$ cat src/hw/rtl/bppt_pkg.sv
// Package for the bank port budget tracker: widths, command and register codes,
// controller state type and the saturating credit increment.
// No dependencies.
`timescale 1ns / 1ps

package bppt_pkg;

    localparam int NUM_BANKS = 16;
    localparam int MASK_BITS = 16;
    localparam int CRED_W    = 4;
    localparam int CMD_W     = 2;
    localparam int CFG_IDX_W = 2;

    typedef logic [CRED_W-1:0] cred_t;

    typedef enum logic [CMD_W-1:0] {
        CMD_RELOAD  = 2'd0,
        CMD_CONSUME = 2'd1,
        CMD_REFUND  = 2'd2
    } cmd_t;

    typedef enum logic [CFG_IDX_W-1:0] {
        REG_RD_PACKETS_MAX = 2'd0,
        REG_WR_PACKETS_MAX = 2'd1,
        REG_RD_PORTS_MAX   = 2'd2,
        REG_WR_PORTS_MAX   = 2'd3
    } cfg_idx_t;

    typedef enum logic [0:0] {
        ST_IDLE = 1'b0,
        ST_EXEC = 1'b1
    } ctrl_state_t;

    typedef struct packed {
        logic capture;
        logic execute;
    } ctrl_t;

    localparam cred_t CRED_MAX_RESET = cred_t'(1);

    // min(v + 1, max), widened so a full counter does not wrap
    function automatic cred_t clamp_inc(input cred_t v, input cred_t max);
        logic [CRED_W:0] n;
        n = {1'b0, v} + {{CRED_W{1'b0}}, 1'b1};
        return (n < {1'b0, max}) ? n[CRED_W-1:0] : max;
    endfunction

endpackage

$ cat src/hw/rtl/bppt_if.sv
// Handshake interfaces for the request, result and configuration channels.
// Depends on bppt_pkg.
`timescale 1ns / 1ps

interface bppt_in_if;
    logic                          valid;
    logic                          ready;
    logic [bppt_pkg::CMD_W-1:0]    command;
    logic                          is_write;
    logic [bppt_pkg::MASK_BITS-1:0] bank_mask;

    modport source (output valid, command, is_write, bank_mask, input ready);
    modport sink   (input valid, command, is_write, bank_mask, output ready);
endinterface

interface bppt_out_if;
    logic                       valid;
    logic                       ready;
    logic                       granted;
    logic [bppt_pkg::CRED_W-1:0] packets_left;

    modport source (output valid, granted, packets_left, input ready);
    modport sink   (input valid, granted, packets_left, output ready);
endinterface

interface bppt_cfg_if;
    logic                          valid;
    logic                          ready;
    logic [bppt_pkg::CFG_IDX_W-1:0] index;
    logic [bppt_pkg::CRED_W-1:0]    data;

    modport source (output valid, index, data, input ready);
    modport sink   (input valid, index, data, output ready);
endinterface

$ cat src/hw/rtl/bank_port_budget_tracker.sv
// Bank port budget tracker: each item is captured into the request register on accept,
// then an execute state checks and updates all bank credit lanes in parallel; one item at a time.
// No new word is taken while the execute state is busy with the last one.
// The result register lets the next word be accepted on the edge the result is taken.
// Reset (async, active low) clears all credits to zero and sets every limit to one.
`timescale 1ns / 1ps

module bank_port_budget_tracker (
    input  logic        clk,
    input  logic        rst_n,
    bppt_in_if.sink     in_ch,
    bppt_out_if.source  out_ch,
    bppt_cfg_if.sink    cfg
);
    import bppt_pkg::*;

    ctrl_t ctrl;

    // limit writes are always taken
    assign cfg.ready = 1'b1;

    bppt_ctrl u_ctrl (
        .clk       (clk),
        .rst_n     (rst_n),
        .in_valid  (in_ch.valid),
        .in_ready  (in_ch.ready),
        .out_valid (out_ch.valid),
        .out_ready (out_ch.ready),
        .ctrl      (ctrl)
    );

    bppt_datapath u_dp (
        .clk          (clk),
        .rst_n        (rst_n),
        .ctrl         (ctrl),
        .command      (in_ch.command),
        .is_write     (in_ch.is_write),
        .bank_mask    (in_ch.bank_mask),
        .cfg_we       (cfg.valid),
        .cfg_index    (cfg.index),
        .cfg_data     (cfg.data),
        .granted      (out_ch.granted),
        .packets_left (out_ch.packets_left)
    );

endmodule

$ cat src/hw/rtl/bppt_ctrl.sv
// Controller for the bank port budget tracker: request sequencing and result valid.
// Depends on bppt_pkg.
`timescale 1ns / 1ps

module bppt_ctrl (
    input  logic            clk,
    input  logic            rst_n,
    input  logic            in_valid,
    output logic            in_ready,
    output logic            out_valid,
    input  logic            out_ready,
    output bppt_pkg::ctrl_t ctrl
);
    import bppt_pkg::*;

    ctrl_state_t state_reg;
    ctrl_state_t state_next;
    logic        out_valid_reg;
    logic        out_valid_next;
    logic        accept;

    // take a new word only when the result slot is empty or draining this edge
    assign in_ready = (state_reg == ST_IDLE) && (!out_valid_reg || out_ready);
    assign accept   = in_valid && in_ready;

    always_comb
    begin
        case (state_reg)
            ST_IDLE: state_next = accept ? ST_EXEC : ST_IDLE;
            ST_EXEC: state_next = ST_IDLE;
            default: state_next = ST_IDLE;
        endcase
    end

    always_comb
    begin
        ctrl.capture = 1'b0;
        ctrl.execute = 1'b0;
        case (state_reg)
            ST_IDLE: ctrl.capture = accept;
            ST_EXEC: ctrl.execute = 1'b1;
            default: ;
        endcase
    end

    always_comb
    begin
        if (ctrl.execute)
            out_valid_next = 1'b1;
        else if (out_ready)
            out_valid_next = 1'b0;
        else
            out_valid_next = out_valid_reg;
    end

    always_ff @(posedge clk or negedge rst_n)
    begin
        if (!rst_n)
        begin
            state_reg     <= ST_IDLE;
            out_valid_reg <= 1'b0;
        end
        else
        begin
            state_reg     <= state_next;
            out_valid_reg <= out_valid_next;
        end
    end

    assign out_valid = out_valid_reg;

endmodule

$ cat src/hw/rtl/bppt_datapath.sv
// Datapath for the bank port budget tracker: limit registers, packet and
// per-bank credit counters, grant check and result register. Depends on bppt_pkg.
`timescale 1ns / 1ps

module bppt_datapath (
    input  logic                           clk,
    input  logic                           rst_n,
    input  bppt_pkg::ctrl_t                ctrl,
    input  logic [bppt_pkg::CMD_W-1:0]     command,
    input  logic                           is_write,
    input  logic [bppt_pkg::MASK_BITS-1:0] bank_mask,
    input  logic                           cfg_we,
    input  logic [bppt_pkg::CFG_IDX_W-1:0] cfg_index,
    input  logic [bppt_pkg::CRED_W-1:0]    cfg_data,
    output logic                           granted,
    output logic [bppt_pkg::CRED_W-1:0]    packets_left
);
    import bppt_pkg::*;

    // limit registers
    cred_t rd_pkt_max_reg;
    cred_t wr_pkt_max_reg;
    cred_t rd_port_max_reg;
    cred_t wr_port_max_reg;

    // captured request word
    cmd_t                 cmd_reg;
    logic                 wr_reg;
    logic [MASK_BITS-1:0] mask_reg;

    // credit state
    cred_t rd_pkt_reg;
    cred_t rd_pkt_next;
    cred_t wr_pkt_reg;
    cred_t wr_pkt_next;
    cred_t rd_bank_reg  [NUM_BANKS];
    cred_t rd_bank_next [NUM_BANKS];
    cred_t wr_bank_reg  [NUM_BANKS];
    cred_t wr_bank_next [NUM_BANKS];

    // result
    logic  granted_reg;
    logic  granted_next;
    cred_t left_reg;
    cred_t left_next;

    logic [NUM_BANKS-1:0] touched;
    logic [NUM_BANKS-1:0] hit_zero;
    cred_t                sel_pkt;
    logic                 grant_ok;

    always_ff @(posedge clk or negedge rst_n)
    begin
        if (!rst_n)
        begin
            rd_pkt_max_reg  <= CRED_MAX_RESET;
            wr_pkt_max_reg  <= CRED_MAX_RESET;
            rd_port_max_reg <= CRED_MAX_RESET;
            wr_port_max_reg <= CRED_MAX_RESET;
        end
        else if (cfg_we)
        begin
            case (cfg_idx_t'(cfg_index))
                REG_RD_PACKETS_MAX: rd_pkt_max_reg  <= cfg_data;
                REG_WR_PACKETS_MAX: wr_pkt_max_reg  <= cfg_data;
                REG_RD_PORTS_MAX:   rd_port_max_reg <= cfg_data;
                REG_WR_PORTS_MAX:   wr_port_max_reg <= cfg_data;
                default: ;
            endcase
        end
    end

    always_ff @(posedge clk)
    begin
        if (ctrl.capture)
        begin
            cmd_reg  <= cmd_t'(command);
            wr_reg   <= is_write;
            mask_reg <= bank_mask;
        end
    end

    assign sel_pkt  = wr_reg ? wr_pkt_reg : rd_pkt_reg;
    assign grant_ok = (sel_pkt != '0) && !(|hit_zero);

    // one lane per bank; banks beyond the mask width are never touched
    for (genvar b = 0; b < NUM_BANKS; b++)
    begin : g_bank
        if (b < MASK_BITS)
        begin : g_mask
            assign touched[b] = mask_reg[b];
        end
        else
        begin : g_none
            assign touched[b] = 1'b0;
        end

        assign hit_zero[b] = touched[b] &&
                             ((wr_reg ? wr_bank_reg[b] : rd_bank_reg[b]) == '0);

        always_comb
        begin
            rd_bank_next[b] = rd_bank_reg[b];
            wr_bank_next[b] = wr_bank_reg[b];
            if (ctrl.execute)
            begin
                case (cmd_reg)
                    CMD_RELOAD:
                    begin
                        rd_bank_next[b] = rd_port_max_reg;
                        wr_bank_next[b] = wr_port_max_reg;
                    end
                    CMD_CONSUME:
                    begin
                        if (grant_ok && touched[b])
                        begin
                            if (wr_reg)
                                wr_bank_next[b] = wr_bank_reg[b] - cred_t'(1);
                            else
                                rd_bank_next[b] = rd_bank_reg[b] - cred_t'(1);
                        end
                    end
                    CMD_REFUND:
                    begin
                        if (touched[b])
                        begin
                            if (wr_reg)
                                wr_bank_next[b] = clamp_inc(wr_bank_reg[b], wr_port_max_reg);
                            else
                                rd_bank_next[b] = clamp_inc(rd_bank_reg[b], rd_port_max_reg);
                        end
                    end
                    default: ;
                endcase
            end
        end

        always_ff @(posedge clk or negedge rst_n)
        begin
            if (!rst_n)
            begin
                rd_bank_reg[b] <= '0;
                wr_bank_reg[b] <= '0;
            end
            else
            begin
                rd_bank_reg[b] <= rd_bank_next[b];
                wr_bank_reg[b] <= wr_bank_next[b];
            end
        end
    end

    always_comb
    begin
        rd_pkt_next  = rd_pkt_reg;
        wr_pkt_next  = wr_pkt_reg;
        granted_next = 1'b0;
        case (cmd_reg)
            CMD_RELOAD:
            begin
                rd_pkt_next  = rd_pkt_max_reg;
                wr_pkt_next  = wr_pkt_max_reg;
                granted_next = 1'b1;
            end
            CMD_CONSUME:
            begin
                if (grant_ok)
                begin
                    if (wr_reg)
                        wr_pkt_next = wr_pkt_reg - cred_t'(1);
                    else
                        rd_pkt_next = rd_pkt_reg - cred_t'(1);
                    granted_next = 1'b1;
                end
            end
            CMD_REFUND:
            begin
                if (wr_reg)
                    wr_pkt_next = clamp_inc(wr_pkt_reg, wr_pkt_max_reg);
                else
                    rd_pkt_next = clamp_inc(rd_pkt_reg, rd_pkt_max_reg);
                granted_next = 1'b1;
            end
            default: ;
        endcase
        left_next = wr_reg ? wr_pkt_next : rd_pkt_next;
    end

    always_ff @(posedge clk or negedge rst_n)
    begin
        if (!rst_n)
        begin
            rd_pkt_reg <= '0;
            wr_pkt_reg <= '0;
        end
        else if (ctrl.execute)
        begin
            rd_pkt_reg <= rd_pkt_next;
            wr_pkt_reg <= wr_pkt_next;
        end
    end

    always_ff @(posedge clk)
    begin
        if (ctrl.execute)
        begin
            granted_reg <= granted_next;
            left_reg    <= left_next;
        end
    end

    assign granted      = granted_reg;
    assign packets_left = left_reg;

endmodule

$ cat src/flat_wrapper.sv
// flat-port wrapper written by rule: the top's interface ports become plain ports
module bank_port_budget_tracker_flat import bppt_pkg::*;
  (clk, rst_n, in_ch_valid, in_ch_command, in_ch_is_write, in_ch_bank_mask, in_ch_ready, out_ch_valid, out_ch_granted, out_ch_packets_left, out_ch_ready, cfg_valid, cfg_index, cfg_data, cfg_ready);
  bppt_in_if in_ch_i ();
  bppt_out_if out_ch_i ();
  bppt_cfg_if cfg_i ();
  input  logic clk;
  input  logic rst_n;
  input wire logic [$bits(in_ch_i.valid)-1:0] in_ch_valid;
  input wire logic [$bits(in_ch_i.command)-1:0] in_ch_command;
  input wire logic [$bits(in_ch_i.is_write)-1:0] in_ch_is_write;
  input wire logic [$bits(in_ch_i.bank_mask)-1:0] in_ch_bank_mask;
  output wire logic [$bits(in_ch_i.ready)-1:0] in_ch_ready;
  output wire logic [$bits(out_ch_i.valid)-1:0] out_ch_valid;
  output wire logic [$bits(out_ch_i.granted)-1:0] out_ch_granted;
  output wire logic [$bits(out_ch_i.packets_left)-1:0] out_ch_packets_left;
  input wire logic [$bits(out_ch_i.ready)-1:0] out_ch_ready;
  input wire logic [$bits(cfg_i.valid)-1:0] cfg_valid;
  input wire logic [$bits(cfg_i.index)-1:0] cfg_index;
  input wire logic [$bits(cfg_i.data)-1:0] cfg_data;
  output wire logic [$bits(cfg_i.ready)-1:0] cfg_ready;
  assign in_ch_i.valid = in_ch_valid;
  assign in_ch_i.command = in_ch_command;
  assign in_ch_i.is_write = in_ch_is_write;
  assign in_ch_i.bank_mask = in_ch_bank_mask;
  assign in_ch_ready = in_ch_i.ready;
  assign out_ch_valid = out_ch_i.valid;
  assign out_ch_granted = out_ch_i.granted;
  assign out_ch_packets_left = out_ch_i.packets_left;
  assign out_ch_i.ready = out_ch_ready;
  assign cfg_i.valid = cfg_valid;
  assign cfg_i.index = cfg_index;
  assign cfg_i.data = cfg_data;
  assign cfg_ready = cfg_i.ready;
  bank_port_budget_tracker u_core (.clk(clk), .rst_n(rst_n), .in_ch(in_ch_i), .out_ch(out_ch_i), .cfg(cfg_i));
endmodule
$ cat config.mk
export PLATFORM = sky130hd
export DESIGN_NAME = bank_port_budget_tracker_flat
export DESIGN_NICKNAME = d
export VERILOG_FILES = /design/src/hw/rtl/bppt_pkg.sv /design/src/hw/rtl/bppt_if.sv /design/src/hw/rtl/bank_port_budget_tracker.sv /design/src/hw/rtl/bppt_ctrl.sv /design/src/hw/rtl/bppt_datapath.sv /design/src/flat_wrapper.sv
export SDC_FILE = /design/constraint.sdc
export NUM_CORES = 1
export LEC_CHECK = 0
export ABC_CLOCK_PERIOD_IN_PS = 3800
export BUFFER_PORTS_ARGS = -buffer_cell sky130_fd_sc_hd__clkbuf_2
export CAP_MARGIN = 20
export CORE_UTILIZATION = 55
export DETAILED_ROUTE_END_ITERATION = 8
export GPL_ROUTABILITY_DRIVEN = 0
export HOLD_SLACK_MARGIN = 0.05
export PLACE_DENSITY = 0.79
export SETUP_SLACK_MARGIN = 0.3
export SYNTH_ARGS = -nofsm -noshare
export SYNTH_HDL_FRONTEND = slang
export SYNTH_SLANG_ARGS = --single-unit
$ cat constraint.sdc
create_clock -name clk -period 3.8 [get_ports clk]
set_input_delay 0.38 -clock clk [delete_from_list [all_inputs] [get_ports clk]]
set_output_delay 0.38 -clock clk [all_outputs]
set_load 0.005 [all_outputs]
Word-level counts from Yosys, hierarchy flattened --
Index checks and enable logic that the tools add are counted.
Storage, ports and cells: logic and storage cells 514, input port bits 30, flip-flop bits (word level) 178, output and inout bits 8
Operators by class: bitwise logic cells 1, equality and inequality tests 41, magnitude comparators 34, muxes and demuxes 228, add/sub/neg operators 68, reductions and logical operators 97
Operators by type and width (number):
- 2-to-1 mux 4 bit | 186
- case mux 4 bit (3 select lines) | 34
- AND reduction 6 bit | 32
- adder 4 x 1 -> 5 bit (second input constant) | 34
- < comparator 5 x 4 -> 1 bit | 34
- subtractor 4 x 1 -> 4 bit (second input constant) | 34
- != test 2 bit (second input constant) | 36
- logical NOT 4 bit | 16
- logical AND 1 bit | 35
- OR reduction 16 bit | 1
- AND reduction 2 bit | 4
- equality test 2 bit (second input constant) | 3
- 2-to-1 mux 1 bit | 6
- equality test 2 x 1 -> 1 bit (second input constant) | 2
- logical NOT 2 bit | 2
- case mux 1 bit (2 select lines) | 2
- nonzero test 4 bit | 1
- nonzero test 3 bit | 1
- logical NOT 1 bit | 2
- nonzero test 2 bit | 1
- OR reduction 2 bit | 1
- logical OR 1 bit | 1
- inverter 1 bit | 1

Logic depth before layout (Yosys ltp) --
Gate-level depths: netlist of the first run.
word-level depth 9, gate-level depth with buffers 12, gate-level depth less buffers 10

By module --
Synthesis of the first run repeated with hierarchy kept, for this count alone.
Second synthesis, totals: cell total of the unflattened synthesis 1845, area, all modules 15750.1 um^2
Modules (own cells, without submodules):
- bppt_datapath | cells each 1835, area each 15637.5 um^2, sequential area each 4529.3 um^2, times used 1
- bppt_ctrl | cells each 8, area each 101.3 um^2, sequential area each 50.0 um^2, times used 1
- bank_port_budget_tracker | cells each 2, area each 11.3 um^2, sequential area each 0.0 um^2, times used 1

Worst setup path before layout of the first run --
Ideal clock, no wire load.
kind reg-to-reg, start point reg u_core.u_dp.wr_port_max_reg[1], end point reg u_core.u_dp.wr_bank_reg[4] (netlist name), cell stages (with the launch flop) 12, setup slack 597 ps, arrival time 3075 ps, buffers on the path 2, setup time 128 ps, required time 3672 ps, period minus slack after synthesis 3203 ps, cell sequence dfrtp_1 > clkbuf_1 > clkbuf_1 > inv_1 > ha_1 > a21boi_0 > o21a_1 > o21a_1 > a311oi_1 > mux2i_1 > o221ai_1 > mux2_1
On the way: cells in the longest elaborated chain, start to end 5
Ends and longest elaborated chain:
- start: declaration | line bppt_datapath.sv:24 | cred_t wr_port_max_reg;
- start signal: assignment | line bppt_datapath.sv:67 | REG_WR_PORTS_MAX: wr_port_max_reg <= cfg_data;
- < comparator 5 x 4 -> 1 bit | line bppt_pkg.sv:45 | return (n < {1'b0, max}) ? n[CRED_W-1:0] : max;
- 2-to-1 mux 4 bit | line bppt_pkg.sv:45
- 2-to-1 mux 4 bit | line bppt_datapath.sv:127 | if (wr_reg)
- 2-to-1 mux 4 bit | line bppt_datapath.sv:125 | if (touched[b])
- case mux 4 bit (3 select lines) | line bppt_datapath.sv:107 | case (cmd_reg)
- end signal: indexed assignment | line bppt_datapath.sv:148 | wr_bank_reg[b] <= wr_bank_next[b];
- end: declaration | line bppt_datapath.sv:38 | cred_t wr_bank_reg [NUM_BANKS];
Every way passes these cells. The select of a mux whose other input is x is not followed. A chain may end at the register's enable or synchronous reset.

Final worst setup path of the first run --
start point reg u_core.u_dp.wr_port_max_reg[2], end point reg u_core.u_dp.wr_bank_reg[19] (netlist name)
Same word-level chain as after synthesis.

==> results of run 1 <==
[cell families after synthesis]
family	share of synthesized area
AOI/OAI and AO/OA	0.272
and+or+nand+nor	0.139
buffers and inverters	0.0615
DFF	0.271
adders and majority gates	0.129
muxes	0.0915
xor gates and xnor gates	0.0352
other	0.000222
[area by class of cell]
type,instances,area share
inverter,93,0.0192
clock inverter,12,0.00845
tap,390,0.0268
multi-input combinational,1450,0.623
sequential,178,0.251
timing repair buffer,113,0.0469
clock buffer,20,0.0245
[routing by layer]
layer | track usage | vias up | share of wire
met5 | 0 | - | 0
met4 | 0.185 | 0 | 0.041
met2 | 0.532 | 978 | 0.46
li1 | - | 7198 | -
met1 | 0.441 | 7803 | 0.40
met3 | 0.0563 | 171 | 0.098
[power by group through the flow]
stage / clock network, W / registers, W / logic (W)
after detailed placement: 0 / 0.00395 / 0.00907
after global placement: 0 / 0.00389 / 0.00863
after global routing: 0.00198 / 0.00411 / 0.0103
final: 0.00190 / 0.00401 / 0.00930
after CTS: 0.00190 / 0.00392 / 0.00915
after floorplan: 0 / 0.00335 / 0.00723
[synthesized netlist by cell type, drive strengths merged, types with 31 or more instances]
library cell  count
nor3             52
nor4             48
ha              174
nor3b            33
o31ai            54
nand3            69
inv              90
xnor2            34
a21oi            31
o41ai            55
o21a             56
nand2           105
xor2             34
a211oi           44
mux2i           123
clkbuf          134
o21ai           101
nor2             84
o22ai            35
dfrtp           150
[per-stage QoR]
| stage | total power [W] | hold slack (ns) |
|---|---|---|
| after floorplan | 0.0106 | 0.0844 |
| after global routing | 0.0164 | 0.0774 |
| after CTS | 0.0150 | 0.0781 |
| after global placement | 0.0125 | 0.443 |
| after detailed placement | 0.0130 | 0.450 |
| final | 0.0152 | 0.0862 |
[worst max path at each step]
stage                                                     from                                       to  slack (ns)  depth (start not counted)
floorplan           u_core.u_dp.wr_port_max_reg[1]$_DFFE_PN0P_   u_core.u_dp.wr_bank_reg[4]$_DFFE_PN0P_        0.60                         11
detailed placement       u_core.u_dp.wr_pkt_reg[0]$_DFFE_PN0P_    u_core.u_dp.packets_left[2]$_DFFE_PP_        0.42                         10
global route            u_core.u_dp.rd_bank_reg[0]$_DFFE_PN0P_   u_core.u_dp.rd_bank_reg[3]$_DFFE_PN0P_        0.33                         10
global placement         u_core.u_dp.wr_pkt_reg[0]$_DFFE_PN0P_    u_core.u_dp.packets_left[2]$_DFFE_PP_        0.48                         10
finish              u_core.u_dp.wr_port_max_reg[2]$_DFFE_PN0P_  u_core.u_dp.wr_bank_reg[19]$_DFFE_PN0P_        0.49                          9
CTS                      u_core.u_dp.wr_pkt_reg[0]$_DFFE_PN0P_    u_core.u_dp.packets_left[2]$_DFFE_PP_        0.41                         10
[timing repair]
item | CTS | global route
hold endpoints to repair | 65 | 0
setup endpoints to repair | 0 | 2
resized for setup | 0 | 2
hold buffers | 1 | 0
==> results.cfg, run 1 <==
[worst_hold_path]
worst_hold_path.endpoint = u_core.u_dp.mask_reg[14]$_DFFE_PP_
path_class_of_the_lowest_slack_min_delay_path = primary input to flip-flop
worst_hold_path.num_cells = 1
timing.hold.worst.start = in_ch_bank_mask[14]

[final_layout]
nets = 2057
stdcell_count = 2256
layout.cells.most_common = sky130_fd_sc_hd__ha_1
synthToLayoutAreaGrowth_pct = 7.83
mostFrequentLayoutCells = sky130_fd_sc_hd__ha_1, sky130_fd_sc_hd__dfrtp_1, sky130_fd_sc_hd__mux2i_1
fillers = 2481
seqCellArea_sq_um = 4580
finish.utilization = 0.608
final_layout_size_suffix_gt1_frac = 0.122
diodes = 0
finished_layout_cell_area_sq_um = 18200
area_of_combinational_cells_with_multiple_inputs_sq_um = 11300

[setup_path]
timing.rr.end = u_core.u_dp.wr_bank_reg[19]$_DFFE_PN0P_
timing.critical_path.fanout_max = 9
cp_slowest_cell = sky130_fd_sc_hd__a311oi_1
path_common_cell = sky130_fd_sc_hd__o21a_1
timing.reg2reg.setup_slack_ns = 0.49
worstSetupPathType = flip-flop to flip-flop
worstRegToRegCells = 9
timing.critical_path.arrival_ns = 3.63
worst-endpoint-required_ns = 4.12
rr_startpoint = u_core.u_dp.wr_port_max_reg[2]$_DFFE_PN0P_
cp_max_stage_delay_ns = 0.69
setup.worst_path.end_class = flip-flop
worst_path_dominant_cell_family = compound AO/OA/AOI/OAI gates
setup.worst_path.start_class = flip-flop
critical_path.cell_chain = clkinv_1, buf_4, ha_1, o21a_1, o21a_1, a311oi_1, mux2i_1, a221oi_1, o31ai_1
crit_buf_inv = 2

[die]
die_width_microns = 177
ioPinCount = 38
die_boundary_height_microns = 177
core_area_sq_um = 30000
die_footprint_sq_um = 31400
initial_utilization = 0.564
num_rows = 63

[clock_tree]
clkTransAtPathRegs_ns = 0.08
clk-insertion-delay-late_ns = 0.47
cts_post_setup_buffers_inserted = 0
cts.htree.levels = 4
cts-root-to-sink-buffers = 2
numCtsBuffers = 17
cts_root_buffer = sky130_fd_sc_hd__clkbuf_16
cts_num_sinks = 178
clock_tree_from_tritoncts = yes

[timing]
finalMaxSlewViolations = 0
min_period_over_period = 0.870
clock_skew_ns = 0.0162
worst_relative_slew_slack = 0.345
clock.fmax_ghz = 0.302
timing_worst_slew_pin_value_ns = 0.983
report.final.hold_viol_count = 0
final_critical_path_setup_slack_ns = 0.494
period_minus_slack_ns = 3.31
setup-tns-final_ns = 0
setup_viol = 0
grt_setup_unrepaired = false

[placement]
post-dp-hpwl_microns = 34100
setup_ws_pre_cts_ns = 0.415
portBuffers = 36
dpl-instance-area_sq_um = 17600
dp.cells = 2223

[power]
power_frac_comb = 0.612
pwr_per_cell_area_nw_per_um2 = 835
ir_worst_vdd_mv = 0.442
static-leakage-power_nw = 7.83
clock_power_share = 0.125
internal_power_w = 0.00801
switching_share = 0.474
p_sw_w = 0.00720
share_seq_of_total_power = 0.263

[synth]
net_count_after_synthesis = 2086
synth_seq_area_share = 0.271
synth-edff-count = 24
ys_ff_latch = 178
synthCells = 1882
ys_dominant_reg_cell = sky130_fd_sc_hd__dfrtp_1
yosys.area.top_type_share = 0.222
synthesis.area_per_instance_sq_um = 8.98
syn_warnings = 0
yosys_cell_types = 80
post-synth-top-area-cell = sky130_fd_sc_hd__dfrtp_1
synth.area.top_cells = sky130_fd_sc_hd__dfrtp_1, sky130_fd_sc_hd__ha_1, sky130_fd_sc_hd__mux2i_1, sky130_fd_sc_hd__edfxtp_1, sky130_fd_sc_hd__o21ai_0
ys_async_sr_fraction = 0.865
netlist_area_sq_um = 16900

[drt]
totalWireLength_microns = 52800
wire_per_inst_microns = 23.4
vias = 16150
drtIter0Drc = 2002
viasPerCell = 7.16
detail_route.first_pass.iterations = 6
drtAntennaViolNets = 0
drcViolationCount = 0

[global_route]
grt_max_degree = 93
track_usage = 0.338
grt-ovfl-total = 0
grt_pass1_vias = 15735
grt_antenna_before_repair = 0
grt_first_pass_wirelength_microns = 83800

[job]
timing.max_cap.violations = 0

[status]
outcome = completed
(Power assumes the default switching activity.)
==> run 2, diff against run 1 <==
Settings changed: ABC_CLOCK_PERIOD_IN_PS 3800 to 3300, TNS_END_PERCENT from default to 1.
Clock period 3.8 ns to 3.3 ns, I/O delays scaled along.
==> run 2 against run 1 <==
Sequential power up 14%. Sequential share of layout area fell by 0.87 points. Die area stayed put. Maximum frequency is 7.4% higher. Worst setup slack got worse by 0.27 ns.
==> results.cfg, run 2 (synthesized netlist as in run 1, its figures left out) <==
[final_layout]
area_of_combinational_cells_with_multiple_inputs_sq_um = 11500
mostFrequentLayoutCells = sky130_fd_sc_hd__ha_1, sky130_fd_sc_hd__dfrtp_1, sky130_fd_sc_hd__mux2i_1
layout.cells.most_common = sky130_fd_sc_hd__ha_1
seqCellArea_sq_um = 4590
synthToLayoutAreaGrowth_pct = 11.8
fillers = 2421
stdcell_count = 2303
final_layout_size_suffix_gt1_frac = 0.150
nets = 2104
diodes = 0

[global_route]
grt_pass1_vias = 16188
grt-ovfl-total = 0
grt_antenna_before_repair = 0
grt_max_degree = 89
grt_first_pass_wirelength_microns = 83900
track_usage = 0.337

[setup_path]
cp_max_stage_delay_ns = 0.55
worst-endpoint-required_ns = 3.52
worstRegToRegCells = 8
critical_path.cell_chain = buf_6, and3_1, or4_4, nor3_4, buf_4, nand3_1, o311a_1, o32ai_1
timing.critical_path.arrival_ns = 3.29
setup.worst_path.end_class = flip-flop
timing.reg2reg.setup_slack_ns = 0.22
worst_path_dominant_cell_family = simple AND/OR/NAND/NOR gates
timing.rr.end = u_core.u_dp.packets_left[1]$_DFFE_PP_
critical_path.startpoint = u_core.u_dp.wr_reg$_DFFE_PP_
rr_startpoint = u_core.u_dp.wr_reg$_DFFE_PP_
timing.critical_path.fanout_max = 19
cp_slowest_cell = sky130_fd_sc_hd__or4_4
crit_buf_inv = 2
setup.worst_path.start_class = flip-flop
worstSetupPathType = flip-flop to flip-flop

[drt]
drcViolationCount = 0
detail_route.first_pass.iterations = 6
viasPerCell = 7.16
totalWireLength_microns = 52700
vias = 16497
drtIter0Drc = 1837
wire_per_inst_microns = 22.9
drtAntennaViolNets = 0

[die]
die_footprint_sq_um = 31400
die_width_microns = 177
num_rows = 63
die_boundary_height_microns = 177
core_area_sq_um = 30000
initial_utilization = 0.564
ioPinCount = 38

[placement]
dp.cells = 2256
setup_ws_pre_cts_ns = 0.0871
post-dp-hpwl_microns = 33600
portBuffers = 36

[timing]
final_critical_path_setup_slack_ns = 0.223
grt_setup_unrepaired = true
min_period_over_period = 0.932
setup_viol = 0
clock.fmax_ghz = 0.325
worst_relative_slew_slack = 0.277
period_minus_slack_ns = 3.08
finalMaxSlewViolations = 0
setup-tns-final_ns = 0
clock_skew_ns = 0.0129
timing_worst_slew_pin_value_ns = 1.09
report.final.hold_viol_count = 0

[clock_tree]
clkTransAtPathRegs_ns = 0.08
cts-root-to-sink-buffers = 2
cts_num_sinks = 178
numCtsBuffers = 17
cts_root_buffer = sky130_fd_sc_hd__clkbuf_16
clk-insertion-delay-late_ns = 0.46
clock_tree_from_tritoncts = yes
cts.htree.levels = 4

[job]
timing.max_cap.violations = 0

[power]
static-leakage-power_nw = 8.11
ir_worst_vdd_mv = 0.496
pwr_per_cell_area_nw_per_um2 = 966
p_total_w = 0.0183

[worst_hold_path]
worst_hold_path.endpoint = u_core.u_dp.mask_reg[2]$_DFFE_PP_
path_class_of_the_lowest_slack_min_delay_path = primary input to flip-flop
worst_hold_path.num_cells = 1
timing.hold.worst.start = in_ch_bank_mask[2]

[status]
outcome = completed
run 2: cell types whose count changed in the layout (fill, tap and decap cells not counted), sizes merged:
cell / previous run / this run
buf: 77 / 111
clkbuf: 55 / 57
clkinv: 7 / 6
dlygate4sd3: 1 / 14
inv: 94 / 93
run 2: metrics by stage:
step | util | hold WS (ns) | instance area (sq um)
3_3_place_gp | 0.600 | 0.385 | 18000
4_1_cts | 0.626 | 0.0504 | 18700
3_5_place_dp | 0.600 | 0.377 | 18000
6_report | 0.631 | 0.0601 | 18900
2_1_floorplan | - | 0.0344 | 16900
5_1_grt | 0.631 | 0.0601 | 18900
run 2: how the worst max path moves through the flow:
stage	to	cells after the start
after floorplan	u_core.u_dp.wr_bank_reg[0]$_DFFE_PN0P_	11
after global placement	u_core.u_dp.packets_left[2]$_DFFE_PP_	10
after detailed placement	u_core.u_dp.packets_left[2]$_DFFE_PP_	10
after CTS	u_core.u_dp.packets_left[2]$_DFFE_PP_	10
after global routing	u_core.u_dp.packets_left[2]$_DFFE_PP_	11
final	u_core.u_dp.packets_left[1]$_DFFE_PP_	8
run 2: per-layer routing:
layer | vias up | global-route usage | part of all wire
met4 | 0 | 0.193 | 0.047
met5 | - | 0 | 0
met2 | 976 | 0.537 | 0.46
li1 | 7313 | - | -
met1 | 8004 | 0.432 | 0.40
met3 | 204 | 0.0539 | 0.094
run 2: worst register-to-register path: stages, from the launching register on:
cell	delay, ns
sky130_fd_sc_hd__edfxtp_1	0.46
sky130_fd_sc_hd__buf_6	0.21
sky130_fd_sc_hd__and3_1	0.16
sky130_fd_sc_hd__or4_4	0.55
sky130_fd_sc_hd__nor3_4	0.31
sky130_fd_sc_hd__buf_4	0.21
sky130_fd_sc_hd__nand3_1	0.18
sky130_fd_sc_hd__o311a_1	0.34
sky130_fd_sc_hd__o32ai_1	0.42
run 2: power breakdown:
group	total [W]	internal, W	leakage, nW	switching [W]
combinational	0.0114	0.00538	5.66	0.00604
sequential	0.00459	0.00308	2.14	0.00152
clock	0.00224	0.00128	0.308	0.000956
run 2: cell type report:
class / count / area share
sequential: 178 / 0.243
multi-input combinational: 1450 / 0.610
inverter: 93 / 0.0185
tap: 390 / 0.0258
clock buffer: 22 / 0.0256
clock inverter: 10 / 0.00775
timing repair buffer: 160 / 0.0693
run 2: repair_timing:
action                     CTS  global route
setup endpoints to repair    9           110
gates cloned                 0             0
resized for setup            2            26
hold endpoints to repair    73             0
hold buffers                14             0
setup buffers                0             1
pin swaps                    0             3
==> run 3, diff against run 2 <==
Settings changed: ABC_CLOCK_PERIOD_IN_PS 3300 to 3200.
Clock period 3.3 ns to 3.2 ns, I/O delays scaled along.
==> run 3 against run 2 <==
Die area stayed put. Largest power group unchanged. Final cell count is 1.3% higher. Sequential power is 3% higher. Worst setup slack worse by 0.068 ns. Via count is 0.48% lower. Combinational power is 4% higher. Count of clock-buffer cells in the layout is 5 lower. Register-to-register slack worse by 0.07 ns. Clock skew is 0.0057 ns higher. Maximum frequency is 1.1% higher. First-iteration DRC count is 20% higher. Largest cell class unchanged. Power is 2.5% higher.
==> results.cfg, run 3 (synthesized netlist as in run 1, its figures left out) <==
[status]
outcome = completed

[drt]
wire_per_inst_microns = 22.5
drtIter0Drc = 2207
vias = 16418
viasPerCell = 7.04
drtAntennaViolNets = 0
drcViolationCount = 0
totalWireLength_microns = 52400
detail_route.first_pass.iterations = 6

[worst_hold_path]
worst_hold_path.endpoint = u_core.u_dp.mask_reg[13]$_DFFE_PP_
path_class_of_the_lowest_slack_min_delay_path = primary input to flip-flop
worst_hold_path.num_cells = 1
timing.hold.worst.start = in_ch_bank_mask[13]

[power]
internal_power_w = 0.00980
p_sw_w = 0.00890
pwr_per_cell_area_nw_per_um2 = 980
static-leakage-power_nw = 8.24
clock_power_share = 0.113
p_total_w = 0.0187
power_frac_comb = 0.635
switching_share = 0.476
share_seq_of_total_power = 0.252
ir_worst_vdd_mv = 0.602

[timing]
worst_relative_slew_slack = 0.309
period_minus_slack_ns = 3.04
clock_skew_ns = 0.0186
finalMaxSlewViolations = 0
min_period_over_period = 0.952
timing_worst_slew_pin_value_ns = 1.03
hold_ws_ns = 0.0528
clock.fmax_ghz = 0.328
report.final.hold_viol_count = 0
setup_viol = 0
grt_setup_unrepaired = true

[global_route]
track_usage = 0.336
grt_first_pass_wirelength_microns = 83500
met2_usage = 0.539
grt_pass1_vias = 15971
grt-ovfl-total = 0
grt_antenna_before_repair = 0
globalRouteMet3Util = 0.0679
top_usage_layer = met2
grt_max_degree = 72
grt_use_met1 = 0.430

[clock_tree]
numCtsBuffers = 17
cts-root-to-sink-buffers = 2
clk-insertion-delay-late_ns = 0.47
cts_num_sinks = 178
cts.htree.levels = 4
clock_tree_from_tritoncts = yes
clkTransAtPathRegs_ns = 0.08
cts_root_buffer = sky130_fd_sc_hd__clkbuf_16

[final_layout]
final_layout_size_suffix_gt1_frac = 0.162
finish.utilization = 0.637
synthToLayoutAreaGrowth_pct = 12.9
fillers = 2405
mostFrequentLayoutCells = sky130_fd_sc_hd__ha_1, sky130_fd_sc_hd__dfrtp_1, sky130_fd_sc_hd__mux2i_1, sky130_fd_sc_hd__buf_4, sky130_fd_sc_hd__nand2_1
finished_layout_cell_area_sq_um = 19100
seqCellArea_sq_um = 4580
nets = 2133
area_of_combinational_cells_with_multiple_inputs_sq_um = 11600
layout.cells.most_common = sky130_fd_sc_hd__ha_1

[placement]
portBuffers = 36
post-dp-hpwl_microns = 34800
dpl-instance-area_sq_um = 18200

[setup_path]
timing.critical_path.arrival_ns = 3.31
rr_startpoint = u_core.u_dp.wr_reg$_DFFE_PP_
setup.worst_path.start_class = flip-flop
worstRegToRegCells = 9
setup.worst_path.end_class = flip-flop
timing.critical_path.fanout_max = 6
worstSetupPathType = flip-flop to flip-flop
timing.reg2reg.setup_slack_ns = 0.16
worst-endpoint-required_ns = 3.47
timing.rr.end = u_core.u_dp.packets_left[1]$_DFFE_PP_

[die]
num_rows = 63
die_boundary_height_microns = 177
ioPinCount = 38
initial_utilization = 0.564
die_width_microns = 177
die_footprint_sq_um = 31400
core_area_sq_um = 30000

[job]
timing.max_cap.violations = 0
run 3: worst max-delay path, stage by stage (launching register included):
cell and delay (ns):
sky130_fd_sc_hd__edfxtp_1 0.46, sky130_fd_sc_hd__buf_4 0.15, sky130_fd_sc_hd__or4_1 0.20, sky130_fd_sc_hd__o22ai_1 0.15, sky130_fd_sc_hd__or4_4 0.57, sky130_fd_sc_hd__nor3_4 0.25, sky130_fd_sc_hd__buf_4 0.21, sky130_fd_sc_hd__nand3_1 0.18
sky130_fd_sc_hd__o311a_1 0.36, sky130_fd_sc_hd__o32ai_2 0.31
run 3: cell type report:
type / instances / share of cell area
flip-flops and latches: 178 / 0.240
clock buffers: 17 / 0.0223
inverters: 93 / 0.0183
diodes: 1 / 0.000131
repair buffers: 189 / 0.0807
clock inverters: 15 / 0.00761
well taps: 390 / 0.0256
multi-input cells: 1450 / 0.605
run 3: worst max-delay path by stage:
stage	startpoint	end	slack (ns)	cells past startpoint
finish	u_core.u_dp.wr_reg$_DFFE_PP_	u_core.u_dp.packets_left[1]$_DFFE_PP_	0.16	9
global route	u_core.u_dp.rd_pkt_reg[0]$_DFFE_PN0P_	u_core.u_dp.packets_left[1]$_DFFE_PP_	-0.006	10
CTS	u_core.u_dp.wr_pkt_reg[0]$_DFFE_PN0P_	u_core.u_dp.packets_left[1]$_DFFE_PP_	0.17	11
detailed placement	u_core.u_dp.wr_pkt_reg[0]$_DFFE_PN0P_	u_core.u_dp.packets_left[2]$_DFFE_PP_	0.07	10
global placement	u_core.u_dp.wr_bank_reg[16]$_DFFE_PN0P_	u_core.u_dp.rd_bank_reg[31]$_DFFE_PN0P_	0.20	10
floorplan	u_core.u_dp.wr_port_max_reg[1]$_DFFE_PN0P_	u_core.u_dp.wr_bank_reg[4]$_DFFE_PN0P_	0.18	11
run 3: metrics by stage:
step	instances	setup TNS [ns]	worst slack, ns
final	2333	0	0.155
after global routing	2332	-0.00602	-0.00602
after CTS	2329	0	0.165
after detailed placement	2280	0	0.0668
after global placement	2280	0	0.200
after floorplan	1882	0	0.184
run 3: routing by layer:
| metal | share of wire | vias up |
|---|---|---|
| li1 | - | 7354 |
| met1 | 0.40 | 7943 |
| met2 | 0.46 | 922 |
| met3 | 0.094 | 199 |
| met4 | 0.040 | 0 |
| met5 | 0 | - |
run 3: power by group through the flow:
stage          clock network, W  registers [W]  logic (W)
2_1_floorplan                 0        0.00398    0.00874
3_3_place_gp                  0        0.00458     0.0109
3_5_place_dp                  0        0.00465     0.0115
4_1_cts                 0.00212        0.00462     0.0116
5_1_grt                 0.00221        0.00484     0.0131
6_report                0.00212        0.00471     0.0119
run 3: timing repair:
item / 4_1_cts / 5_1_grt
setup endpoints to repair: 77 / 124
resized for setup: 6 / 13
pin swaps: 0 / 6
buffers inserted: 1 / 2
hold endpoints to repair: 72 / 1
hold buffers: 16 / 1
